===== src/hw/rtl/nrd_pkg.sv =====
// Shared types for the non-restoring divider.
// Holds the per-round operation code and the stage control word.
// No dependencies.
`timescale 1ns / 1ps
`default_nettype none

package nrd_pkg;

	// Operation that the next round applies to the partial remainder.
	typedef enum logic {
		OP_SUB = 1'b0,
		OP_ADD = 1'b1
	} nrd_op_t;

	// Control word that travels with each word down the pipeline.
	typedef struct packed {
		logic    valid;
		nrd_op_t op;
	} nrd_ctl_t;

endpackage

`default_nettype wire


===== src/hw/rtl/nrd_ifs.sv =====
// Valid/ready channel interfaces for the divider operand and result words.
// Standalone; payload widths follow the WIDTH parameter.
`timescale 1ns / 1ps
`default_nettype none

interface nrd_operand_if #(
	parameter int WIDTH = 16
);
	logic             valid;
	logic             ready;
	logic [WIDTH-1:0] dividend_in;
	logic [WIDTH-1:0] divisor_in;

	modport source (output valid, output dividend_in, output divisor_in, input ready);
	modport sink (input valid, input dividend_in, input divisor_in, output ready);
endinterface

interface nrd_result_if #(
	parameter int WIDTH = 16
);
	logic             valid;
	logic             ready;
	logic [WIDTH-1:0] quotient_out;
	logic [WIDTH-1:0] remainder_out;

	modport source (output valid, output quotient_out, output remainder_out, input ready);
	modport sink (input valid, input quotient_out, input remainder_out, output ready);
endinterface

`default_nettype wire


===== src/hw/rtl/nrd_round.sv =====
// One registered round of non-restoring division.
// Depends on nrd_pkg for the operation code and stage control word.
`timescale 1ns / 1ps
`default_nettype none

module nrd_round #(
	parameter int WIDTH = 16
) (
	input  wire logic              clk,
	input  wire logic              arst_n,
	input  wire nrd_pkg::nrd_ctl_t up_ctl,
	output logic                   up_ready,
	input  wire logic [WIDTH:0]    up_a,
	input  wire logic [WIDTH-1:0]  up_q,
	input  wire logic [WIDTH-1:0]  up_d,
	output nrd_pkg::nrd_ctl_t      dn_ctl,
	input  wire logic              dn_ready,
	output logic [WIDTH:0]         dn_a,
	output logic [WIDTH-1:0]       dn_q,
	output logic [WIDTH-1:0]       dn_d
);
	import nrd_pkg::*;

	nrd_ctl_t         ctl_s1;
	logic [WIDTH:0]   a_s1;
	logic [WIDTH-1:0] q_s1;
	logic [WIDTH-1:0] d_s1;

	logic [WIDTH:0]   a_shift;
	logic [WIDTH:0]   a_next;
	logic [WIDTH-1:0] q_next;

	// The top quotient bit moves into the partial remainder, then the divisor
	// is added or subtracted as chosen by the previous round's sign.
	always_comb begin
		a_shift = {up_a[WIDTH-1:0], up_q[WIDTH-1]};
		if (up_ctl.op == OP_ADD) begin
			a_next = a_shift + {1'b0, up_d};
		end else begin
			a_next = a_shift - {1'b0, up_d};
		end
		q_next = {up_q[WIDTH-2:0], ~a_next[WIDTH]};
	end

	assign up_ready = !ctl_s1.valid || dn_ready;

	always_ff @(posedge clk or negedge arst_n) begin
		if (!arst_n) begin
			ctl_s1 <= '0;
		end else if (up_ready) begin
			ctl_s1.valid <= up_ctl.valid;
			ctl_s1.op    <= a_next[WIDTH] ? OP_ADD : OP_SUB;
		end
	end

	always_ff @(posedge clk) begin
		if (up_ready && up_ctl.valid) begin
			a_s1 <= a_next;
			q_s1 <= q_next;
			d_s1 <= up_d;
		end
	end

	assign dn_ctl = ctl_s1;
	assign dn_a   = a_s1;
	assign dn_q   = q_s1;
	assign dn_d   = d_s1;

endmodule

`default_nettype wire


===== src/hw/rtl/non_restoring_divider_unit.sv =====
// Top level of the pipelined unsigned non-restoring divider.
// Depends on nrd_pkg, nrd_operand_if, nrd_result_if and nrd_round.
//
// The unit takes one dividend/divisor word per cycle and returns one
// quotient/remainder word per cycle while the result side is ready. A word
// passes WIDTH + 1 register stages: one per quotient bit, the first of which
// captures it at the accepting edge, and one output stage that applies the
// final remainder correction. Each stage holds its word while the next one is
// stalled, so back-pressure on the result side never drops or repeats a word,
// and bubbles are filled as the pipeline advances. A zero divisor raises no
// flag: the quotient comes back all ones and the remainder equals the dividend.
`timescale 1ns / 1ps
`default_nettype none

module non_restoring_divider_unit #(
	parameter int WIDTH = 16
) (
	input wire logic   clk,
	input wire logic   arst_n,
	nrd_operand_if.sink  operands,
	nrd_result_if.source results
);
	import nrd_pkg::*;

	nrd_ctl_t         ctl_w   [0:WIDTH];
	logic             ready_w [0:WIDTH];
	logic [WIDTH:0]   a_w     [0:WIDTH];
	logic [WIDTH-1:0] q_w     [0:WIDTH];
	logic [WIDTH-1:0] d_w     [0:WIDTH];

	logic             valid_q;
	logic [WIDTH-1:0] quotient_q;
	logic [WIDTH-1:0] remainder_q;
	logic             out_ready;

	// The partial remainder starts at zero, so the first round subtracts.
	assign ctl_w[0].valid = operands.valid;
	assign ctl_w[0].op    = OP_SUB;
	assign a_w[0]         = '0;
	assign q_w[0]         = operands.dividend_in;
	assign d_w[0]         = operands.divisor_in;
	assign operands.ready = ready_w[0];

	for (genvar k = 0; k < WIDTH; k++) begin : g_round
		nrd_round #(
			.WIDTH(WIDTH)
		) u_round (
			.clk      (clk),
			.arst_n   (arst_n),
			.up_ctl   (ctl_w[k]),
			.up_ready (ready_w[k]),
			.up_a     (a_w[k]),
			.up_q     (q_w[k]),
			.up_d     (d_w[k]),
			.dn_ctl   (ctl_w[k+1]),
			.dn_ready (ready_w[k+1]),
			.dn_a     (a_w[k+1]),
			.dn_q     (q_w[k+1]),
			.dn_d     (d_w[k+1])
		);
	end

	assign out_ready      = !valid_q || results.ready;
	assign ready_w[WIDTH] = out_ready;

	always_ff @(posedge clk or negedge arst_n) begin
		if (!arst_n) begin
			valid_q <= 1'b0;
		end else if (out_ready) begin
			valid_q <= ctl_w[WIDTH].valid;
		end
	end

	// A negative final remainder gets the divisor added back once; only the
	// low WIDTH bits of the sum are kept.
	always_ff @(posedge clk) begin
		if (out_ready && ctl_w[WIDTH].valid) begin
			quotient_q <= q_w[WIDTH];
			if (ctl_w[WIDTH].op == OP_ADD) begin
				remainder_q <= a_w[WIDTH][WIDTH-1:0] + d_w[WIDTH];
			end else begin
				remainder_q <= a_w[WIDTH][WIDTH-1:0];
			end
		end
	end

	assign results.valid         = valid_q;
	assign results.quotient_out  = quotient_q;
	assign results.remainder_out = remainder_q;

endmodule

`default_nettype wire


===== src/flat_wrapper.sv =====
// flat-port wrapper written by rule: the top's interface ports become plain ports
module non_restoring_divider_unit_flat import nrd_pkg::*;
#(
	parameter int WIDTH = 16
)
  (clk, arst_n, operands_valid, operands_dividend_in, operands_divisor_in, operands_ready, results_valid, results_quotient_out, results_remainder_out, results_ready);
  nrd_operand_if #(.WIDTH(WIDTH)) operands_i ();
  nrd_result_if #(.WIDTH(WIDTH)) results_i ();
  input wire logic clk;
  input wire logic arst_n;
  input wire logic [$bits(operands_i.valid)-1:0] operands_valid;
  input wire logic [$bits(operands_i.dividend_in)-1:0] operands_dividend_in;
  input wire logic [$bits(operands_i.divisor_in)-1:0] operands_divisor_in;
  output wire logic [$bits(operands_i.ready)-1:0] operands_ready;
  output wire logic [$bits(results_i.valid)-1:0] results_valid;
  output wire logic [$bits(results_i.quotient_out)-1:0] results_quotient_out;
  output wire logic [$bits(results_i.remainder_out)-1:0] results_remainder_out;
  input wire logic [$bits(results_i.ready)-1:0] results_ready;
  assign operands_i.valid = operands_valid;
  assign operands_i.dividend_in = operands_dividend_in;
  assign operands_i.divisor_in = operands_divisor_in;
  assign operands_ready = operands_i.ready;
  assign results_valid = results_i.valid;
  assign results_quotient_out = results_i.quotient_out;
  assign results_remainder_out = results_i.remainder_out;
  assign results_i.ready = results_ready;
  non_restoring_divider_unit #(.WIDTH(WIDTH)) u_core (.clk(clk), .arst_n(arst_n), .operands(operands_i), .results(results_i));
endmodule

===== config.mk =====
export PLATFORM = sky130hd
export DESIGN_NAME = non_restoring_divider_unit_flat
export DESIGN_NICKNAME = d
export VERILOG_FILES = /design/src/hw/rtl/nrd_pkg.sv /design/src/hw/rtl/nrd_ifs.sv /design/src/hw/rtl/nrd_round.sv /design/src/hw/rtl/non_restoring_divider_unit.sv /design/src/flat_wrapper.sv
export SDC_FILE = /design/constraint.sdc
export NUM_CORES = 1
export LEC_CHECK = 0
export ABC_AREA = 1
export BUFFER_PORTS_ARGS = -buffer_cell sky130_fd_sc_hd__buf_4
export CORE_AREA = 2 2 233 292
export DETAILED_ROUTE_END_ITERATION = 8
export DIE_AREA = 0 0 235 294
export GPL_ROUTABILITY_DRIVEN = 0
export HOLD_SLACK_MARGIN = 0.15
export PLACE_DENSITY_LB_ADDON = 0.15
export SETUP_SLACK_MARGIN = 0.15
export SLEW_MARGIN = 0
export SYNTH_ARGS = -nofsm -noshare
export SYNTH_HDL_FRONTEND = slang
export SYNTH_SLANG_ARGS = --single-unit

===== constraint.sdc =====
create_clock -name clk -period 4.8 [get_ports clk]
set_input_delay 0.72 -clock clk [delete_from_list [all_inputs] [get_ports clk]]
set_output_delay 0.72 -clock clk [all_outputs]
set_load 0.01 [all_outputs]

==> impl_metrics.toml <==
[yosys]
seq_area_frac_synth_pct = 59.9
yosys-top-cells-area = "edfxtp_1 58%, ha_1 8.2%, xor2_1 6.5%"
synth-main-ff-cell = "edfxtp_1"
yosysUniqueCellTypes = 41
syn-num-nets = 3871
yosysTopAreaCell = "edfxtp_1"
postSynth.asyncResetShare_pct = 3.96
ys_seq_elements = 833
synth_edf_count = 800
synthCells = 3547
netlist_area_um2 = 41500
yosys_warnings = 0
synth_top_area_share_pct = 57.9
syn_avg_cell_area_um2 = 11.7

[outcome]
status = "complete, no violations"

[finish]
final_cell_mix = "800 x edfxtp_1, 578 x nand2_1, 310 x xor2_1"
fill_cells = 4527
n_antenna_cell = 0
final_nets = 4024
drive_gt1_share_pct = 6.82
final_common_cell = "edfxtp_1"
area_delta_synth_final_pct = 10.6
stdcell_area_um2 = 45900

[critical_path]
cp.arrival_ns = 4.11
cp-start-kind = "flop"
end_kind = "flop"
crit_path_max_fanout = 4
required_ns = 5.30
crit_type = "flop to flop"

[detailed_routing]
firstDrtPassIters = 6
num_vias = 26600
routed_via_density = 5.74
drc = 0
wire_per_inst_um = 18.1
ant_nets = 0
drt-total-wl_um = 83700
drt_iter0_drc = 1974

[cts]
root_buffer = "clkbuf_16"
ctsHoldBuffers = 1
cts_sinks = 833
h-tree-depth = 3
cts_tree = "yes"
clk_pin_slew_worst_paths_ns = 0.06
cts_made_buffers = 82
cts_resized = 0
post_cts_buffers = 0
clk_latency_ns = 0.64
cts_buffer_depth = 3

[die]
die_w_um = 235
initial_utilization_pct = 62.5
die_h_um = 294
ios = 70
core_area_um2 = 66400
die_area_um2 = 69100
row_count = 106

[timing]
fin_hold_ws_ns = 0.253
rsz0062_at_grt = "no"
setup_viol = 0
slew_violations = 0
hold_viol = 0
min_period_ns = 3.61
slew_headroom_pct = 25.8
finalCritPeriodShare_pct = 75.2
clock_skew_ns = 0.0289
finalSetupTns_ns = 0
tightestPinTransition_ns = 1.11
fmax_ghz = 0.277

[grt]
grtUsageTotal_pct = 24.5
grt_pass1_wl_um = 136000
grt_overflow = 0
grt_pass1_vias = 27600
antenna_found_initial = 0
grt_max_degree = 49

[power_and_ir_drop]
power_density_nw_per_um2 = 776
peakVddDrop_mv = 0.431
finalPower_uw = 35600
p_leak_uw = 0.0186

[min_path]
hp-class = "input pin to flop"

[placed_design]
portBuffers = 69
dpl_cell_area_um2 = 43200
place_hpwl_um = 63500

[job]
maxCapViolations = 0
==> synthesized netlist by cell type (5+ instances only) <==
library cell,instances
nor4_1,10
nor2_4,8
fa_1,16
o31ai_1,24
edfxtp_1,800
nand3b_1,8
a31oi_1,21
nand2_1,578
o21ai_0,151
clkbuf_1,16
nand4_4,5
nor3_1,69
nand4_1,11
a21boi_0,29
o21bai_1,15
o21ai_1,26
ha_1,272
nor2_1,239
a211oi_1,16
xnor2_1,132
dfrtp_1,33
a21oi_1,256
inv_1,287
or2_2,13
a21o_1,18
xor2_1,310
nand3_1,159
==> power by group <==
part           internal (uW)  leakage (uW)  switching [uW]
sequential             11500       0.00817            1270
clock                   3590       0.00130            2740
combinational           6450       0.00917           10100
==> per-layer routing <==
layer / share of wire [%] / GRT usage, % / wire, um / up-vias
li1: - / - / - / 12800
met1: 36 / 25.7 / 30600 / 12800
met2: 55 / 47.2 / 45800 / 734
met3: 3.6 / 2.88 / 3030 / 268
met4: 5.2 / 13.6 / 4320 / 0
met5: 0 / 0 / 0 / -
==> cells by family after synthesis <==
family | Yosys count | share of synthesized area (%)
and+or+nand+nor | 1112 | 11.5
DFF | 833 | 59.9
buffers and inverters | 311 | 2.82
adders and majority gates | 288 | 8.97
AOI/OAI and AO/OA | 561 | 7.47
xor gates and xnor gates | 442 | 9.33
==> state kept, by name, indices dropped and copies added, names as in the netlist <==
| name | flops |
|---|---|
| u_core.g_round.u_round.dn_a | 256 |
| u_core.g_round.u_round.dn_ctl | 32 |
| u_core.g_round.u_round.dn_d | 256 |
| u_core.g_round.u_round.dn_q | 256 |
| u_core.results.quotient_out | 16 |
| u_core.results.remainder_out | 16 |
| u_core.results.valid | 1 |
==> worst paths after layout <==
| path | start | to | slack (ns) | depth (start not counted) |
|---|---|---|---|---|
| worst min register to register | u_core.g_round[3].u_round.dn_q[4] | u_core.g_round[4].u_round.dn_q[5] | 0.41 | 0 |
| worst max register to register | u_core.g_round[4].u_round.dn_d[1] | u_core.g_round[5].u_round.dn_ctl[0] | 1.19 | 19 |
| min in group asynchronous | arst_n | u_core.results.valid | 0.63 | 2 |
| worst min-delay path | operands_dividend_in[7] | u_core.g_round[0].u_round.dn_q[8] | 0.25 | 1 |
| max in group asynchronous | arst_n | u_core.g_round[10].u_round.dn_ctl[0] | 3.75 | 2 |
| worst max-delay path | u_core.g_round[4].u_round.dn_d[1] | u_core.g_round[5].u_round.dn_ctl[0] | 1.19 | 19 |
==> metrics by stage <==
stage          setup slack (ns)  util (%)  cells
2_1_floorplan             0.635         -   3547
4_1_cts                    1.15      69.1   4630
6_report                   1.19      69.1   4630
5_1_grt                   0.735      69.1   4630
3_3_place_gp               1.35      65.1   4479
3_5_place_dp               1.19      65.1   4479
==> critical path: stages (launching register included) <==
cell and delay, ns:
edfxtp_1 0.47, inv_1 0.12, ha_1 0.19, nand2_1 0.08, nor3_1 0.30, nand2_1 0.12
nor3_1 0.25, nand2_1 0.16, o31ai_1 0.28, xnor2_1 0.16, ha_1 0.29, nand2_1 0.10
a21oi_1 0.05, a211oi_1 0.22, a21boi_0 0.29, nand2_1 0.09, nand2_1 0.06, nand2_1 0.08
nand2_1 0.07, o21ai_0 0.09
==> cell type report <==
type	instances	area, um2	area share, %
timing repair buffer	89	671	1.46
clock buffer	94	2130	4.64
clock inverter	56	532	1.16
sequential	833	24800	54.1
tap	864	1080	2.35
inverter	291	1090	2.38
multi-input combinational	2403	15600	33.9
Note: power is estimated with default switching activity, not from simulation.
